File: src/multiview_depth_layer_hint_defines.svh
// Assertion helpers shared by the RTL.
`ifndef MULTIVIEW_DEPTH_LAYER_HINT_DEFINES_SVH
`define MULTIVIEW_DEPTH_LAYER_HINT_DEFINES_SVH

// Property checked on every clock edge outside reset.
`define MDLH_ASSERT(lbl, prop, msg) \
  lbl: assert property (@(posedge clk_i) disable iff (!rst_ni) (prop)) else $error(msg);

// Condition that must hold in the cycle after the trigger.
`define MDLH_ASSERT_NEXT(lbl, trig, cons, msg) \
  lbl: assert property (@(posedge clk_i) disable iff (!rst_ni) (trig) |=> (cons)) else $error(msg);

`endif

File: src/mdlh_pkg.sv
`timescale 1ns / 1ps
package mdlh_pkg;

  localparam int unsigned DEPTH_W  = 32;
  localparam int unsigned SECTOR_W = 3;
  localparam int unsigned QBITS    = 41;

  localparam logic [14:0] RATIO_MIN = 15'd328;
  localparam logic [14:0] RATIO_MAX = 15'd16384;

  typedef enum logic [1:0] {
    CFG_MIN_SOURCES  = 2'd0,
    CFG_MIN_SECTORS  = 2'd1,
    CFG_MAX_SPREAD   = 2'd2,
    CFG_RADIUS_RATIO = 2'd3
  } cfg_idx_e;

  typedef enum logic [2:0] {
    PIX_NOT_RESIDUAL = 3'd0,
    PIX_FEW_SOURCES  = 3'd1,
    PIX_SPREAD_REJ   = 3'd2,
    PIX_FEW_SECTORS  = 3'd3,
    PIX_COVERED      = 3'd4
  } pix_status_e;

  function automatic logic [3:0] popcount8(input logic [7:0] x);
    logic [3:0] c;
    c = '0;
    for (int i = 0; i < 8; i++) begin
      c = c + 4'(x[i]);
    end
    return c;
  endfunction

endpackage

File: src/mdlh_div.sv
`timescale 1ns / 1ps
module mdlh_div import mdlh_pkg::*; #(
  parameter int unsigned NW = 106,
  parameter int unsigned DW = 74
) (
  input  logic             clk_i,
  input  logic             rst_ni,
  input  logic             start_i,
  input  logic [NW-1:0]    num_i,
  input  logic [DW-1:0]    den_i,
  output logic             done_o,
  output logic [QBITS-1:0] quot_o
);

  localparam int unsigned STW = $clog2(QBITS + 1);

  logic [DW-1:0]    rem_q, den_q;
  logic [QBITS-1:0] low_q, quot_q;
  logic [STW-1:0]   step_q;
  logic             done_q;
  logic [DW:0]      trial, diff;
  logic             ge;

  // restoring long division, one quotient bit per cycle
  assign trial = {rem_q, low_q[QBITS-1]};
  assign diff  = trial - {1'b0, den_q};
  assign ge    = trial >= {1'b0, den_q};

  always_ff @(posedge clk_i or negedge rst_ni) begin
    if (!rst_ni) begin
      step_q <= '0;
      done_q <= 1'b0;
    end else if (start_i) begin
      step_q <= STW'(QBITS);
      done_q <= 1'b0;
    end else if (step_q != '0) begin
      step_q <= step_q - 1'b1;
      done_q <= (step_q == STW'(1));
    end else begin
      done_q <= 1'b0;
    end
  end

  always_ff @(posedge clk_i) begin
    if (start_i) begin
      rem_q  <= DW'(num_i >> QBITS);
      low_q  <= num_i[QBITS-1:0];
      den_q  <= den_i;
      quot_q <= '0;
    end else if (step_q != '0) begin
      rem_q  <= ge ? diff[DW-1:0] : trial[DW-1:0];
      low_q  <= {low_q[QBITS-2:0], 1'b0};
      quot_q <= {quot_q[QBITS-2:0], ge};
    end
  end

  assign done_o = done_q;
  assign quot_o = quot_q;

endmodule

File: config.mk
export PLATFORM = sky130hd
export DESIGN_NAME = mdlh_div
export DESIGN_NICKNAME = d
export VERILOG_FILES = /design/src/multiview_depth_layer_hint_defines.svh /design/src/mdlh_pkg.sv /design/src/mdlh_div.sv
export SDC_FILE = /design/constraint.sdc
export NUM_CORES = 1
export LEC_CHECK = 0
export BUFFER_PORTS_ARGS = -buffer_cell sky130_fd_sc_hd__buf_2
export CAP_MARGIN = 20
export CELL_PAD_IN_SITES_DETAIL_PLACEMENT = 0
export CELL_PAD_IN_SITES_GLOBAL_PLACEMENT = 2
export CORE_MARGIN = 5
export CORE_UTILIZATION = 37
export CTS_CLUSTER_DIAMETER = 60
export DETAILED_ROUTE_END_ITERATION = 6
export GPL_ROUTABILITY_DRIVEN = 0
export PLACE_DENSITY = 0.87
export SLEW_MARGIN = 20
export SYNTH_ARGS = -nofsm -noshare
export SYNTH_HDL_FRONTEND = slang
export SYNTH_SLANG_ARGS = --single-unit
File: constraint.sdc
create_clock -name clk_i -period 5.21 [get_ports clk_i]
set_clock_uncertainty 0.15 [all_clocks]
set_input_delay 1.042 -clock clk_i [delete_from_list [all_inputs] [get_ports clk_i]]
set_output_delay 1.042 -clock clk_i [all_outputs]
set_load 0.05 [all_outputs]
# After elaboration in Yosys (flattened, before gate mapping)
# Index checks and enable logic that the tools add are counted.
word_totals:
  out_inout_bits: 42
  word_cells: 22
  ff_bits: 237
op_classes:
  order_cmp: 1
  n_eq_ne: 1
  n_addsub: 2
  muxes: 9
  reduce_logical: 2
op_table:
  columns: ["op", "n"]
  rows:
  - ["2-to-1 mux 65 bit", 2]
  - ["2-to-1 mux 41 bit", 2]
  - [">= comparator 75 x 74 -> 1 bit", 1]
  - ["2-to-1 mux 74 bit", 1]
  - ["subtractor 74 bit", 1]
  - ["2-to-1 mux 6 bit", 2]
  - ["== test 6 x 1 -> 1 bit, second input constant", 1]
  - ["nonzero test 6 bit", 1]
  - ["subtractor 6 x 1 -> 6 bit, second input constant", 1]
  - ["2-to-1 mux 1 bit", 2]
  - ["nonzero test 2 bit", 1]

# Depth between registers and ports, before layout
# Gate-level depths: netlist (run 1).
depth:
  word_depth: 4
  mapped_depth: 16
  mapped_depth_nobuf: 13

# Worst setup path before layout (run 1)
# No wires, ideal clock.
synth_timing:
  path_kind: "input to register"
  startpoint: "input port start_i"
  endpoint: "register low_q[0] (enable)"
  n_path_buf: 3
  setup_slack_ns: 0.654
  path_stages: 5
  setup_time_ns: 0.459
  t_arrival_ns: 3.947
  required_time_ns: 4.601
  path_cell_list: "clkbuf_1 > clkbuf_1 > buf_1 > nor2_1 > inv_1"
synth_between:
  elab_chain_len: 1
synth_lines:
  columns: ["item", "line_no", "source"]
  rows:
  - ["from (decl)", "mdlh_div.sv:8", "input logic start_i,"]
  - ["nonzero test 2 bit (no source line)", null, null]
  - ["to (signal assigned)", "mdlh_div.sv:47", "low_q <= num_i[QBITS-1:0];"]
  - ["to (signal assigned)", "mdlh_div.sv:52", "low_q <= {low_q[QBITS-2:0], 1'b0};"]
  - ["to (decl)", "mdlh_div.sv:18", "logic [QBITS-1:0] low_q, quot_q;"]
# No other way between the ends.
# A chain may end at the register's enable or synchronous reset.

# Worst setup path in the final report (run 1)
layout_timing:
  startpoint: "register rem_q[12]"
  endpoint: "register rem_q[4] (data pin)"
layout_between:
  elab_chain_len: 4
layout_lines:
  columns: ["item", "line_no", "source"]
  rows:
  - ["from (decl)", "mdlh_div.sv:17", "logic [DW-1:0] rem_q, den_q;"]
  - ["from (signal assigned)", "mdlh_div.sv:46", "rem_q <= DW'(num_i >> QBITS);"]
  - ["from (signal assigned)", "mdlh_div.sv:51", "rem_q <= ge ? diff[DW-1:0] : trial[DW-1:0];"]
  - [">= comparator 75 x 74 -> 1 bit", "mdlh_div.sv:27", "assign ge = trial >= {1'b0, den_q};"]
  - ["2-to-1 mux 74 bit", "mdlh_div.sv:51", null]
  - ["2-to-1 mux 65 bit", "mdlh_div.sv:50", "end else if (step_q != '0) begin"]
  - ["2-to-1 mux 65 bit", "mdlh_div.sv:45", "if (start_i) begin"]
# No other way between the ends. The select of a mux whose other input is x is not followed.

==> results of run 1 <==
[power by group]
| group | switching, W | internal, W | total (W) |
|---|---|---|---|
| Combinational | 0.00260 | 0.00201 | 0.00461 |
| Sequential | 0.000205 | 0.00251 | 0.00271 |
| Clock | 0.000907 | 0.00143 | 0.00233 |
[path summary, 6_finish.rpt]
kind	from	to	slack [ns]	cells after the start
max	rem_q[12]$_DFFE_PP_	rem_q[4]$_DFFE_PP_	1.23	12
min	rst_ni	step_q[3]$_DFFE_PN0P_	0.18	1
max reg2reg	rem_q[12]$_DFFE_PP_	rem_q[4]$_DFFE_PP_	1.23	12
min reg2reg	quot_o[40]$_SDFFE_PP0P_	quot_o[40]$_SDFFE_PP0P_	0.31	2
max in group asynchronous	rst_ni	step_q[4]$_DFFE_PN0P_	4.56	1
min in group clk_i	quot_o[40]$_SDFFE_PP0P_	quot_o[40]$_SDFFE_PP0P_	0.31	2
[stage by stage]
stage	total power (W)	hold slack, ns
4_1_cts	0.00976	0.147
3_5_place_dp	0.00735	0.306
5_1_grt	0.0104	0.162
6_report	0.00966	0.184
3_3_place_gp	0.00732	0.289
2_1_floorplan	0.00630	0.298
[final cells by class]
| type | instances | area share (%) |
|---|---|---|
| antenna | 5 | 0.0723 |
| clock buffer | 42 | 5.33 |
| clock inverter | 19 | 1.22 |
| inverter | 94 | 2.05 |
| multi-input combinational | 1034 | 42.4 |
| sequential | 237 | 38.0 |
| tap | 518 | 3.75 |
| timing repair buffer | 233 | 7.15 |
[worst max-delay path, stage by stage, from the launching register on]
cell	delay (ns)
sky130_fd_sc_hd__edfxtp_1	0.39
sky130_fd_sc_hd__ha_1	0.43
sky130_fd_sc_hd__nand2_2	0.10
sky130_fd_sc_hd__o31ai_2	0.33
sky130_fd_sc_hd__nand3_1	0.16
sky130_fd_sc_hd__a211oi_2	0.48
sky130_fd_sc_hd__o211ai_2	0.17
sky130_fd_sc_hd__a21oi_2	0.23
sky130_fd_sc_hd__nor2_4	0.09
sky130_fd_sc_hd__o21ai_4	0.18
sky130_fd_sc_hd__buf_4	0.35
sky130_fd_sc_hd__mux2_2	0.38
sky130_fd_sc_hd__mux2_2	0.26
[synth_stat cells (13+ instances only)]
library cell,count
sky130_fd_sc_hd__a211oi_1,13
sky130_fd_sc_hd__a21o_1,28
sky130_fd_sc_hd__a21oi_1,151
sky130_fd_sc_hd__clkbuf_1,45
sky130_fd_sc_hd__dfxtp_1,50
sky130_fd_sc_hd__edfxtp_1,180
sky130_fd_sc_hd__ha_1,76
sky130_fd_sc_hd__inv_1,94
sky130_fd_sc_hd__mux2_1,20
sky130_fd_sc_hd__mux2_2,118
sky130_fd_sc_hd__nand2_1,170
sky130_fd_sc_hd__nand2b_1,16
sky130_fd_sc_hd__nand3_1,25
sky130_fd_sc_hd__nand4_1,26
sky130_fd_sc_hd__nor2_1,69
sky130_fd_sc_hd__nor2b_1,18
sky130_fd_sc_hd__o21ai_0,60
sky130_fd_sc_hd__o21bai_1,15
sky130_fd_sc_hd__xnor2_1,38
sky130_fd_sc_hd__xor2_1,27
[layer usage]
metal  global-route usage (%)  part of all wire [%]  vias to the layer above
li1                         -                     -                     5630
met1                     22.9                    44                     5408
met2                     28.1                    46                      268
met3                     5.31                   6.5                       78
met4                     5.85                   3.0                       20
met5                        0                  0.31                        -
[cell families (layout without fill, tap and decap cells)]
group | Yosys count | in the layout | synth area share (%)
fa+ha+maj | 77 | 77 | 6.65
mux | 150 | 150 | 11.5
xor+xnor | 65 | 65 | 3.90
compound gates | 359 | 359 | 15.7
other cells | 0 | 5 | 0
buf+inv | 163 | 388 | 4.71
flops | 237 | 237 | 45.1
simple gates | 383 | 383 | 12.5
[sequential cells by signal, summed over array words and instances, names as in the netlist]
| register | flops |
|---|---|
| low_q | 41 |
| den_q | 74 |
| quot_o | 41 |
| step_q | 6 |
| rem_q | 74 |
| done_o | 1 |
==> flow_results.xml, run 1 <==
<?xml version="1.0" encoding="UTF-8"?>
<metrics>
  <group name="layout">
    <metric name="synthToLayoutAreaGrowth" unit="%">18.6</metric>
    <metric name="num-fill-cells" unit="">3738</metric>
    <metric name="layout.nets" unit="">1894</metric>
    <metric name="fin_cells" unit="">2182</metric>
    <metric name="postLayoutCellArea" unit="µm²">17300</metric>
    <metric name="share_of_layout_cells_above_drive_strength_1" unit="%">26.0</metric>
    <metric name="multiInputGateArea" unit="µm²">7330</metric>
    <metric name="layout.cells.most_common" unit="">sky130_fd_sc_hd__buf_2</metric>
    <metric name="most-common-layout-cells" unit="">sky130_fd_sc_hd__buf_2, sky130_fd_sc_hd__edfxtp_1, sky130_fd_sc_hd__nand2_1, sky130_fd_sc_hd__a21oi_1, sky130_fd_sc_hd__mux2_2</metric>
    <metric name="seq_area" unit="µm²">6580</metric>
    <metric name="final_util" unit="%">44.6</metric>
  </group>
  <group name="synthesis">
    <metric name="synth_area" unit="µm²">14600</metric>
    <metric name="synth_sequential_area_ratio" unit="%">45.1</metric>
    <metric name="synth_ff_type" unit="">sky130_fd_sc_hd__edfxtp_1</metric>
    <metric name="post_synth.cell_area_avg" unit="µm²">10.2</metric>
    <metric name="synth_enable_flop_cells" unit="">180</metric>
    <metric name="synthesis.instances" unit="">1434</metric>
    <metric name="syn_nets" unit="">1694</metric>
    <metric name="largest_cells_by_area_after_synthesis" unit="">sky130_fd_sc_hd__edfxtp_1, sky130_fd_sc_hd__mux2_2, sky130_fd_sc_hd__dfxtp_1</metric>
    <metric name="synth_warnings" unit="">0</metric>
    <metric name="synth_area_leader_cell" unit="">sky130_fd_sc_hd__edfxtp_1</metric>
    <metric name="yosysTopAreaCellShare" unit="%">37.0</metric>
    <metric name="synth.lib_cells_used.distinct" unit="">85</metric>
    <metric name="flip_flop_and_latch_count_after_synthesis" unit="">237</metric>
    <metric name="async_flop_share" unit="%">2.95</metric>
  </group>
  <group name="timing">
    <metric name="worst-slew-pin-transition" unit="ns">0.997</metric>
    <metric name="setup_violations" unit="">0</metric>
    <metric name="fin_ws" unit="ns">1.23</metric>
    <metric name="achievable-frequency" unit="GHz">0.251</metric>
    <metric name="rsz0062_at_grt" unit="">no</metric>
    <metric name="timing.max_slew.rel_slack" unit="%">33.5</metric>
    <metric name="setup_total_negative_slack" unit="ns">0</metric>
    <metric name="finalHoldViolCount" unit="">0</metric>
    <metric name="slew_viol_final" unit="">0</metric>
    <metric name="period_minus_slack" unit="ns">3.98</metric>
    <metric name="final.period_utilization" unit="%">76.4</metric>
  </group>
  <group name="global_routing">
    <metric name="grt_overflow_total" unit="">0</metric>
    <metric name="grt_start_max_net_pins" unit="">89</metric>
    <metric name="antenna_violations_before_repair" unit="">14</metric>
    <metric name="grt_pass1_wl" unit="µm">62500</metric>
    <metric name="grt_pass1_vias" unit="">11565</metric>
    <metric name="overall_fraction_of_global_route_tracks_in_use" unit="%">17.6</metric>
  </group>
  <group name="hold_path">
    <metric name="min_path_type" unit="">in -&gt; async</metric>
  </group>
  <group name="clock_tree">
    <metric name="clockRootBuffer" unit="">sky130_fd_sc_hd__clkbuf_16</metric>
    <metric name="tritoncts_clock_tree" unit="">built</metric>
    <metric name="worst_setup_hold_path_clk_slew" unit="ns">0.05</metric>
    <metric name="cts_setup_buffers" unit="">0</metric>
    <metric name="hold_buffers" unit="">0</metric>
    <metric name="cts-root-to-sink-buffers" unit="">3</metric>
    <metric name="postCtsResizedCells" unit="">0</metric>
    <metric name="cts-buffers-inserted" unit="">34</metric>
    <metric name="clk-insertion-delay-late" unit="ns">0.54</metric>
    <metric name="cts.htree.levels" unit="">2</metric>
    <metric name="clock_sinks" unit="">237</metric>
  </group>
  <group name="place">
    <metric name="dp_slack" unit="ns">1.25</metric>
    <metric name="post-dp-hpwl" unit="µm">29000</metric>
    <metric name="dpl-instance-area" unit="µm²">16200</metric>
    <metric name="buffer_ports.inserted" unit="">224</metric>
    <metric name="numPlacedInstances" unit="">2116</metric>
  </group>
  <group name="status">
    <metric name="outcome" unit="">completed</metric>
  </group>
  <group name="route">
    <metric name="detailedRoute.firstPassIterationCount" unit="">5</metric>
    <metric name="num_vias" unit="">11404</metric>
    <metric name="drt_iter0_markers" unit="">697</metric>
    <metric name="drt.antenna.violating_nets" unit="">0</metric>
    <metric name="avg_wl_per_cell" unit="µm">18.1</metric>
    <metric name="remaining_drc_errors" unit="">0</metric>
    <metric name="detailed_route_vias_per_instance" unit="">5.23</metric>
    <metric name="totalWireLength" unit="µm">39400</metric>
  </group>
  <group name="floorplanning">
    <metric name="core_area" unit="µm²">38800</metric>
    <metric name="die_height" unit="µm">209</metric>
    <metric name="rows" unit="">72</metric>
    <metric name="floorplan.initialDensity" unit="%">37.6</metric>
    <metric name="die_width" unit="µm">209</metric>
    <metric name="fp.dieArea" unit="µm²">43500</metric>
    <metric name="ioPinCount" unit="">225</metric>
  </group>
  <group name="worst_setup_path">
    <metric name="peak_fanout_along_the_critical_path" unit="">23</metric>
    <metric name="timing.critical_path.required" unit="ns">5.34</metric>
    <metric name="startpoint_type" unit="">flip-flop</metric>
    <metric name="worst_ep_arrival_time" unit="ns">4.11</metric>
    <metric name="critical_path_class" unit="">reg -&gt; reg</metric>
    <metric name="endpoint_kind" unit="">flip-flop</metric>
  </group>
  <group name="job">
    <metric name="number_of_max_cap_violations" unit="">0</metric>
  </group>
  <group name="power">
    <metric name="power.ir.vdd_worst" unit="mV">0.253</metric>
    <metric name="power.density_cell_area" unit="nW/µm²">558</metric>
    <metric name="p_leak" unit="nW">7.18</metric>
  </group>
</metrics>
No activity file was read; power rests on OpenSTA's default activity.
==> inputs of run 2 (changes only) <==
==> constraint.sdc (replaced) <==
create_clock -name clk_i -period 4.1 [get_ports clk_i]
set_clock_uncertainty 0.15 [all_clocks]
set_input_delay 0.82 -clock clk_i [delete_from_list [all_inputs] [get_ports clk_i]]
set_output_delay 0.82 -clock clk_i [all_outputs]
set_load 0.05 [all_outputs]
==> run 2 against run 1 <==
Critical path depth did not move. Via count fell by 0.54%. Combinational power rose by 29%.
==> flow_results.xml, run 2 (same netlist as run 1, synthesis figures left out) <==
<?xml version="1.0" encoding="UTF-8"?>
<metrics>
  <group name="worst_setup_path">
    <metric name="regToRegSetupSlack" unit="ns">0.20</metric>
    <metric name="worst_flop_to_flop_path_startpoint" unit="">rem_q[12]$_DFFE_PP_</metric>
    <metric name="peak_fanout_along_the_critical_path" unit="">32</metric>
    <metric name="crit-reg2reg-capture" unit="">rem_q[54]$_DFFE_PP_</metric>
    <metric name="endpoint_kind" unit="">flip-flop</metric>
    <metric name="startpoint_type" unit="">flip-flop</metric>
    <metric name="timing.critical_path.required" unit="ns">4.27</metric>
    <metric name="worst_ep_arrival_time" unit="ns">4.07</metric>
    <metric name="worst_r2r_path_depth" unit="">12</metric>
    <metric name="critical_path_class" unit="">reg -&gt; reg</metric>
  </group>
  <group name="power">
    <metric name="power.ir.vdd_worst" unit="mV">0.310</metric>
    <metric name="power.density_cell_area" unit="nW/µm²">692</metric>
    <metric name="p_leak" unit="nW">7.13</metric>
  </group>
  <group name="route">
    <metric name="num_vias" unit="">11342</metric>
    <metric name="detailed_route_vias_per_instance" unit="">5.20</metric>
    <metric name="drt.antenna.violating_nets" unit="">0</metric>
    <metric name="drt_iter0_markers" unit="">684</metric>
    <metric name="avg_wl_per_cell" unit="µm">18.0</metric>
    <metric name="totalWireLength" unit="µm">39300</metric>
    <metric name="remaining_drc_errors" unit="">0</metric>
    <metric name="detailedRoute.firstPassIterationCount" unit="">5</metric>
  </group>
  <group name="global_routing">
    <metric name="grt_pass1_vias" unit="">11524</metric>
    <metric name="grt_overflow_total" unit="">0</metric>
    <metric name="grt_start_max_net_pins" unit="">165</metric>
    <metric name="grt_pass1_wl" unit="µm">62400</metric>
    <metric name="overall_fraction_of_global_route_tracks_in_use" unit="%">17.4</metric>
    <metric name="antenna_violations_before_repair" unit="">15</metric>
  </group>
  <group name="hold_path">
    <metric name="min_path_type" unit="">in -&gt; reg</metric>
    <metric name="hold_end" unit="">den_q[4]$_DFFE_PP_</metric>
    <metric name="holdCritStartpoint" unit="">den_i[4]</metric>
    <metric name="hold_depth" unit="">1</metric>
  </group>
  <group name="clock_tree">
    <metric name="clockRootBuffer" unit="">sky130_fd_sc_hd__clkbuf_16</metric>
    <metric name="clock_sinks" unit="">237</metric>
    <metric name="cts.htree.levels" unit="">1</metric>
    <metric name="cts-buffers-inserted" unit="">29</metric>
    <metric name="worst_setup_hold_path_clk_slew" unit="ns">0.06</metric>
    <metric name="tritoncts_clock_tree" unit="">built</metric>
    <metric name="clk-insertion-delay-late" unit="ns">0.58</metric>
    <metric name="cts-root-to-sink-buffers" unit="">3</metric>
  </group>
  <group name="layout">
    <metric name="num-fill-cells" unit="">3824</metric>
    <metric name="share_of_layout_cells_above_drive_strength_1" unit="%">25.8</metric>
    <metric name="largest_registers" unit="">den_q: 74 flops, rem_q: 74 flops</metric>
    <metric name="layout.nets" unit="">1898</metric>
    <metric name="most-common-layout-cells" unit="">sky130_fd_sc_hd__buf_2, sky130_fd_sc_hd__edfxtp_1, sky130_fd_sc_hd__nand2_1, sky130_fd_sc_hd__a21oi_1, sky130_fd_sc_hd__mux2_2</metric>
    <metric name="layout.cells.most_common" unit="">sky130_fd_sc_hd__buf_2</metric>
    <metric name="synthToLayoutAreaGrowth" unit="%">17.8</metric>
    <metric name="fin_cells" unit="">2182</metric>
  </group>
  <group name="floorplanning">
    <metric name="die_width" unit="µm">209</metric>
    <metric name="ioPinCount" unit="">225</metric>
    <metric name="floorplan.initialDensity" unit="%">37.6</metric>
    <metric name="core_area" unit="µm²">38800</metric>
    <metric name="fp.dieArea" unit="µm²">43500</metric>
    <metric name="die_height" unit="µm">209</metric>
    <metric name="rows" unit="">72</metric>
  </group>
  <group name="timing">
    <metric name="achievable-frequency" unit="GHz">0.257</metric>
    <metric name="rsz0062_at_grt" unit="">no</metric>
    <metric name="slew_viol_final" unit="">0</metric>
    <metric name="period_minus_slack" unit="ns">3.90</metric>
    <metric name="timing.max_slew.rel_slack" unit="%">41.2</metric>
    <metric name="worst-slew-pin-transition" unit="ns">0.881</metric>
    <metric name="setup_total_negative_slack" unit="ns">0</metric>
    <metric name="final.period_utilization" unit="%">95.1</metric>
    <metric name="setup_violations" unit="">0</metric>
    <metric name="fin_ws" unit="ns">0.202</metric>
    <metric name="finalHoldViolCount" unit="">0</metric>
  </group>
  <group name="job">
    <metric name="number_of_max_cap_violations" unit="">0</metric>
  </group>
  <group name="place">
    <metric name="buffer_ports.inserted" unit="">224</metric>
    <metric name="dp_slack" unit="ns">0.0794</metric>
    <metric name="post-dp-hpwl" unit="µm">29200</metric>
    <metric name="numPlacedInstances" unit="">2124</metric>
  </group>
  <group name="status">
    <metric name="outcome" unit="">completed</metric>
  </group>
</metrics>
-- run 2: cell types whose count changed in the layout (fill, tap and decap cells not counted), moves of 3 or more --
cell                        change
sky130_fd_sc_hd__buf_12         +3
sky130_fd_sc_hd__buf_4          +5
sky130_fd_sc_hd__clkbuf_16      -6
sky130_fd_sc_hd__clkinv_1       +3
-- run 2: repair_timing --
action / in CTS / in global routing
hold endpoints to repair: 7 / 0
hold buffers: 1 / 0
setup endpoints to repair: 0 / 1
gates resized for setup: 0 / 1
buffers inserted: 0 / 0
-- run 2: where the power goes --
part | internal (W) | switching (W) | total, W
registers | 0.00319 | 0.000265 | 0.00345
clock network | 0.00144 | 0.00106 | 0.00250
logic | 0.00262 | 0.00333 | 0.00595
-- run 2: how the worst max path moves through the flow --
| stage | start | end | depth (start not counted) |
|---|---|---|---|
| 4_1_cts | den_q[0]$_DFFE_PP_ | rem_q[46]$_DFFE_PP_ | 12 |
| 2_1_floorplan | start_i | low_q[0]$_SDFFCE_PN0P_ | 5 |
| 3_3_place_gp | den_q[0]$_DFFE_PP_ | rem_q[46]$_DFFE_PP_ | 12 |
| 5_1_grt | den_q[0]$_DFFE_PP_ | rem_q[30]$_DFFE_PP_ | 12 |
| 6_report | rem_q[12]$_DFFE_PP_ | rem_q[54]$_DFFE_PP_ | 12 |
| 3_5_place_dp | den_q[0]$_DFFE_PP_ | rem_q[46]$_DFFE_PP_ | 12 |
-- run 2: worst max-delay path: stages (launching register included) --
cell and delay (ns):
sky130_fd_sc_hd__edfxtp_1 0.39, sky130_fd_sc_hd__ha_1 0.44, sky130_fd_sc_hd__nand2_2 0.11, sky130_fd_sc_hd__o31ai_2 0.34
sky130_fd_sc_hd__nand3_1 0.17, sky130_fd_sc_hd__a211oi_2 0.46, sky130_fd_sc_hd__o211ai_2 0.17, sky130_fd_sc_hd__a21oi_2 0.20
sky130_fd_sc_hd__nor2_4 0.08, sky130_fd_sc_hd__o21ai_4 0.26, sky130_fd_sc_hd__buf_12 0.26, sky130_fd_sc_hd__mux2_1 0.35
sky130_fd_sc_hd__mux2_2 0.26
-- run 2: layout make-up --
cell class	count	area, µm²	area share (%)
Inverter	94	357	2.07
Antenna cell	3	7.51	0.0437
Multi-Input combinational cell	1034	7330	42.6
Sequential cell	237	6580	38.3
Clock inverter	15	123	0.713
Clock buffer	39	801	4.66
Tap cell	518	648	3.77
Timing Repair Buffer	242	1340	7.82
-- run 2: through the flow --
step	area [µm²]	utilization (%)	power (W)	hold WS (ns)
floorplan	14600	-	0.00801	0.298
global placement	16300	41.9	0.00939	0.293
detailed placement	16300	41.9	0.00942	0.307
CTS	17200	44.3	0.0120	0.224
global route	17200	44.3	0.0128	0.227
finish	17200	44.3	0.0119	0.262
-- run 2: layer usage --
metal	GRT usage, %	part of all wire [%]
met2	28.0	46
met4	4.25	2.7
met3	4.96	6.5
met5	0	0.40
met1	23.3	45
==> inputs of run 3 (changes only) <==
--- a/config.mk
+++ b/config.mk
@@ -15,6 +15,7 @@
 export DETAILED_ROUTE_END_ITERATION = 6
 export GPL_ROUTABILITY_DRIVEN = 0
 export PLACE_DENSITY = 0.87
+export RECOVER_POWER = 25
 export SLEW_MARGIN = 20
 export SYNTH_ARGS = -nofsm -noshare
 export SYNTH_HDL_FRONTEND = slang
==> run 3 against run 2 <==
The run now ends with capacitance limit, slew limit left. Via count increased by 0.13%. Critical path depth did not move. Highest routed layer unchanged. Die area did not move. Worst hold slack barely moved. First-iteration DRC count down 2.0%. Register-to-register slack barely moved. Combinational power about the same. Final area shrank 0.15%. Setup slack got worse by 0.011 ns. Clock power about the same.
==> flow_results.xml, run 3 (same netlist as run 1, synthesis figures left out) <==
<?xml version="1.0" encoding="UTF-8"?>
<metrics>
  <group name="clock_tree">
    <metric name="cts-buffers-inserted" unit="">29</metric>
    <metric name="clockRootBuffer" unit="">sky130_fd_sc_hd__clkbuf_16</metric>
    <metric name="cts_setup_buffers" unit="">0</metric>
    <metric name="worst_setup_hold_path_clk_slew" unit="ns">0.06</metric>
    <metric name="tritoncts_clock_tree" unit="">built</metric>
    <metric name="cts-root-to-sink-buffers" unit="">3</metric>
    <metric name="clk-insertion-delay-late" unit="ns">0.58</metric>
    <metric name="cts.htree.levels" unit="">1</metric>
    <metric name="clock_sinks" unit="">237</metric>
  </group>
  <group name="place">
    <metric name="buffer_ports.inserted" unit="">224</metric>
    <metric name="post-dp-hpwl" unit="µm">29200</metric>
    <metric name="numPlacedInstances" unit="">2124</metric>
  </group>
  <group name="global_routing">
    <metric name="overall_fraction_of_global_route_tracks_in_use" unit="%">17.4</metric>
    <metric name="grt_overflow_total" unit="">0</metric>
    <metric name="grt_start_max_net_pins" unit="">165</metric>
    <metric name="use_met1" unit="%">23.3</metric>
    <metric name="grt_pass1_vias" unit="">11524</metric>
    <metric name="groute.layer.met3.usage" unit="%">4.96</metric>
    <metric name="grt_busiest_layer" unit="">met2</metric>
    <metric name="antenna_violations_before_repair" unit="">15</metric>
    <metric name="met2_usage" unit="%">28.0</metric>
    <metric name="grt_pass1_wl" unit="µm">62400</metric>
  </group>
  <group name="route">
    <metric name="remaining_drc_errors" unit="">0</metric>
    <metric name="avg_wl_per_cell" unit="µm">18.0</metric>
    <metric name="drt_iter0_markers" unit="">670</metric>
    <metric name="num_vias" unit="">11357</metric>
    <metric name="detailed_route_vias_per_instance" unit="">5.20</metric>
    <metric name="drt.antenna.violating_nets" unit="">0</metric>
    <metric name="detailedRoute.firstPassIterationCount" unit="">5</metric>
    <metric name="totalWireLength" unit="µm">39300</metric>
  </group>
  <group name="floorplanning">
    <metric name="rows" unit="">72</metric>
    <metric name="die_height" unit="µm">209</metric>
    <metric name="die_width" unit="µm">209</metric>
    <metric name="floorplan.initialDensity" unit="%">37.6</metric>
    <metric name="fp.dieArea" unit="µm²">43500</metric>
    <metric name="ioPinCount" unit="">225</metric>
    <metric name="core_area" unit="µm²">38800</metric>
  </group>
  <group name="layout">
    <metric name="fin_cells" unit="">2182</metric>
    <metric name="layout.cells.most_common" unit="">sky130_fd_sc_hd__buf_2</metric>
    <metric name="most-common-layout-cells" unit="">sky130_fd_sc_hd__buf_2, sky130_fd_sc_hd__edfxtp_1, sky130_fd_sc_hd__nand2_1, sky130_fd_sc_hd__a21oi_1, sky130_fd_sc_hd__mux2_2</metric>
    <metric name="synthToLayoutAreaGrowth" unit="%">17.6</metric>
    <metric name="num-fill-cells" unit="">3828</metric>
    <metric name="share_of_layout_cells_above_drive_strength_1" unit="%">25.5</metric>
    <metric name="largest_registers" unit="">den_q: 74 flops, rem_q: 74 flops</metric>
    <metric name="layout.nets" unit="">1898</metric>
  </group>
  <group name="worst_setup_path">
    <metric name="peak_fanout_along_the_critical_path" unit="">32</metric>
    <metric name="worst_r2r_path_depth" unit="">12</metric>
    <metric name="timing.critical_path.required" unit="ns">4.27</metric>
    <metric name="endpoint_kind" unit="">flip-flop</metric>
    <metric name="crit-reg2reg-capture" unit="">rem_q[54]$_DFFE_PP_</metric>
    <metric name="regToRegSetupSlack" unit="ns">0.19</metric>
    <metric name="worst_ep_arrival_time" unit="ns">4.08</metric>
    <metric name="worst_flop_to_flop_path_startpoint" unit="">rem_q[12]$_DFFE_PP_</metric>
    <metric name="critical_path_class" unit="">reg -&gt; reg</metric>
    <metric name="startpoint_type" unit="">flip-flop</metric>
  </group>
  <group name="status">
    <metric name="outcome" unit="">finished with violations</metric>
    <metric name="violations" unit="">capacitance limit, slew limit</metric>
  </group>
  <group name="power">
    <metric name="power_frac_clock" unit="%">21.0</metric>
    <metric name="power.density_cell_area" unit="nW/µm²">693</metric>
    <metric name="power.ir.vdd_worst" unit="mV">0.310</metric>
    <metric name="net-switching-power" unit="W">0.00466</metric>
    <metric name="combinational_power_share" unit="%">50.0</metric>
    <metric name="report.power.total" unit="W">0.0119</metric>
    <metric name="p_leak" unit="nW">7.10</metric>
    <metric name="share_seq_of_total_power" unit="%">29.0</metric>
    <metric name="power_report.internal_total" unit="W">0.00724</metric>
    <metric name="sw_frac_of_total" unit="%">39.1</metric>
  </group>
  <group name="timing">
    <metric name="setup_total_negative_slack" unit="ns">0</metric>
    <metric name="achievable-frequency" unit="GHz">0.256</metric>
    <metric name="final.period_utilization" unit="%">95.3</metric>
    <metric name="worst-slew-pin-transition" unit="ns">1.77</metric>
    <metric name="setup_violations" unit="">0</metric>
    <metric name="rsz0062_at_grt" unit="">no</metric>
    <metric name="period_minus_slack" unit="ns">3.91</metric>
    <metric name="finalHoldViolCount" unit="">0</metric>
    <metric name="timing.max_slew.rel_slack" unit="%">-18.2</metric>
    <metric name="slew_viol_final" unit="">33</metric>
  </group>
  <group name="hold_path">
    <metric name="hold_depth" unit="">1</metric>
    <metric name="hold_end" unit="">den_q[4]$_DFFE_PP_</metric>
    <metric name="holdCritStartpoint" unit="">den_i[4]</metric>
    <metric name="min_path_type" unit="">in -&gt; reg</metric>
  </group>
  <group name="job">
    <metric name="number_of_max_cap_violations" unit="">1</metric>
  </group>
</metrics>
run 3: worst max-delay path by stage:
stage               slack, ns                 from                      to
floorplan                0.39              start_i  low_q[0]$_SDFFCE_PN0P_
global placement         0.14   den_q[0]$_DFFE_PP_     rem_q[46]$_DFFE_PP_
detailed placement       0.08   den_q[0]$_DFFE_PP_     rem_q[46]$_DFFE_PP_
CTS                      0.05   den_q[0]$_DFFE_PP_     rem_q[46]$_DFFE_PP_
global route            0.005   den_q[0]$_DFFE_PP_     rem_q[30]$_DFFE_PP_
finish                   0.19  rem_q[12]$_DFFE_PP_     rem_q[54]$_DFFE_PP_
run 3: layout make-up:
class	instances	area [µm²]	area share, %
multi-input combinational	1034	7330	42.7
inverter	94	357	2.08
clock buffer	39	801	4.66
clock inverter	15	123	0.714
sequential	237	6580	38.3
antenna	3	7.51	0.0437
timing repair buffer	242	1320	7.67
tap	518	648	3.78
run 3: critical path, stage by stage, from the launching register on:
cell and delay (ns):
sky130_fd_sc_hd__edfxtp_1 0.39, sky130_fd_sc_hd__ha_1 0.44, sky130_fd_sc_hd__nand2_2 0.11, sky130_fd_sc_hd__o31ai_2 0.34, sky130_fd_sc_hd__nand3_1 0.17, sky130_fd_sc_hd__a211oi_2 0.47, sky130_fd_sc_hd__o211ai_2 0.17, sky130_fd_sc_hd__a21oi_2 0.20
sky130_fd_sc_hd__nor2_4 0.08, sky130_fd_sc_hd__o21ai_4 0.26, sky130_fd_sc_hd__buf_12 0.26, sky130_fd_sc_hd__mux2_1 0.35, sky130_fd_sc_hd__mux2_2 0.26
run 3: power groups by stage:
stage | Combinational, W | Clock (W) | Sequential, W
after detailed placement | 0.00593 | 0 | 0.00349
after global routing | 0.00660 | 0.00269 | 0.00350
after floorplan | 0.00459 | 0 | 0.00342
after global placement | 0.00591 | 0 | 0.00348
final | 0.00595 | 0.00250 | 0.00345
after CTS | 0.00597 | 0.00258 | 0.00345
run 3: stage by stage:
step                      setup WS, ns  util, %  instance area, µm²  hold slack [ns]
after floorplan                  0.387        -               14600            0.298
after detailed placement        0.0794     41.9               16300            0.307
final                            0.191     44.2               17200            0.261
after CTS                       0.0521     44.3               17200            0.224
after global routing           0.00490     44.2               17200            0.227
after global placement           0.136     41.9               16300            0.293
run 3: per-layer routing:
metal | vias to the layer above | wire length [µm]
li1 | 5632 | -
met1 | 5345 | 17600
met2 | 273 | 18000
met3 | 81 | 2480
met4 | 26 | 1070
met5 | - | 159
run 3: what timing repair did:
item,in CTS,in global routing
hold endpoints to repair,7,0
hold buffers,1,0
gates resized for setup,0,1
setup endpoints to repair,0,1
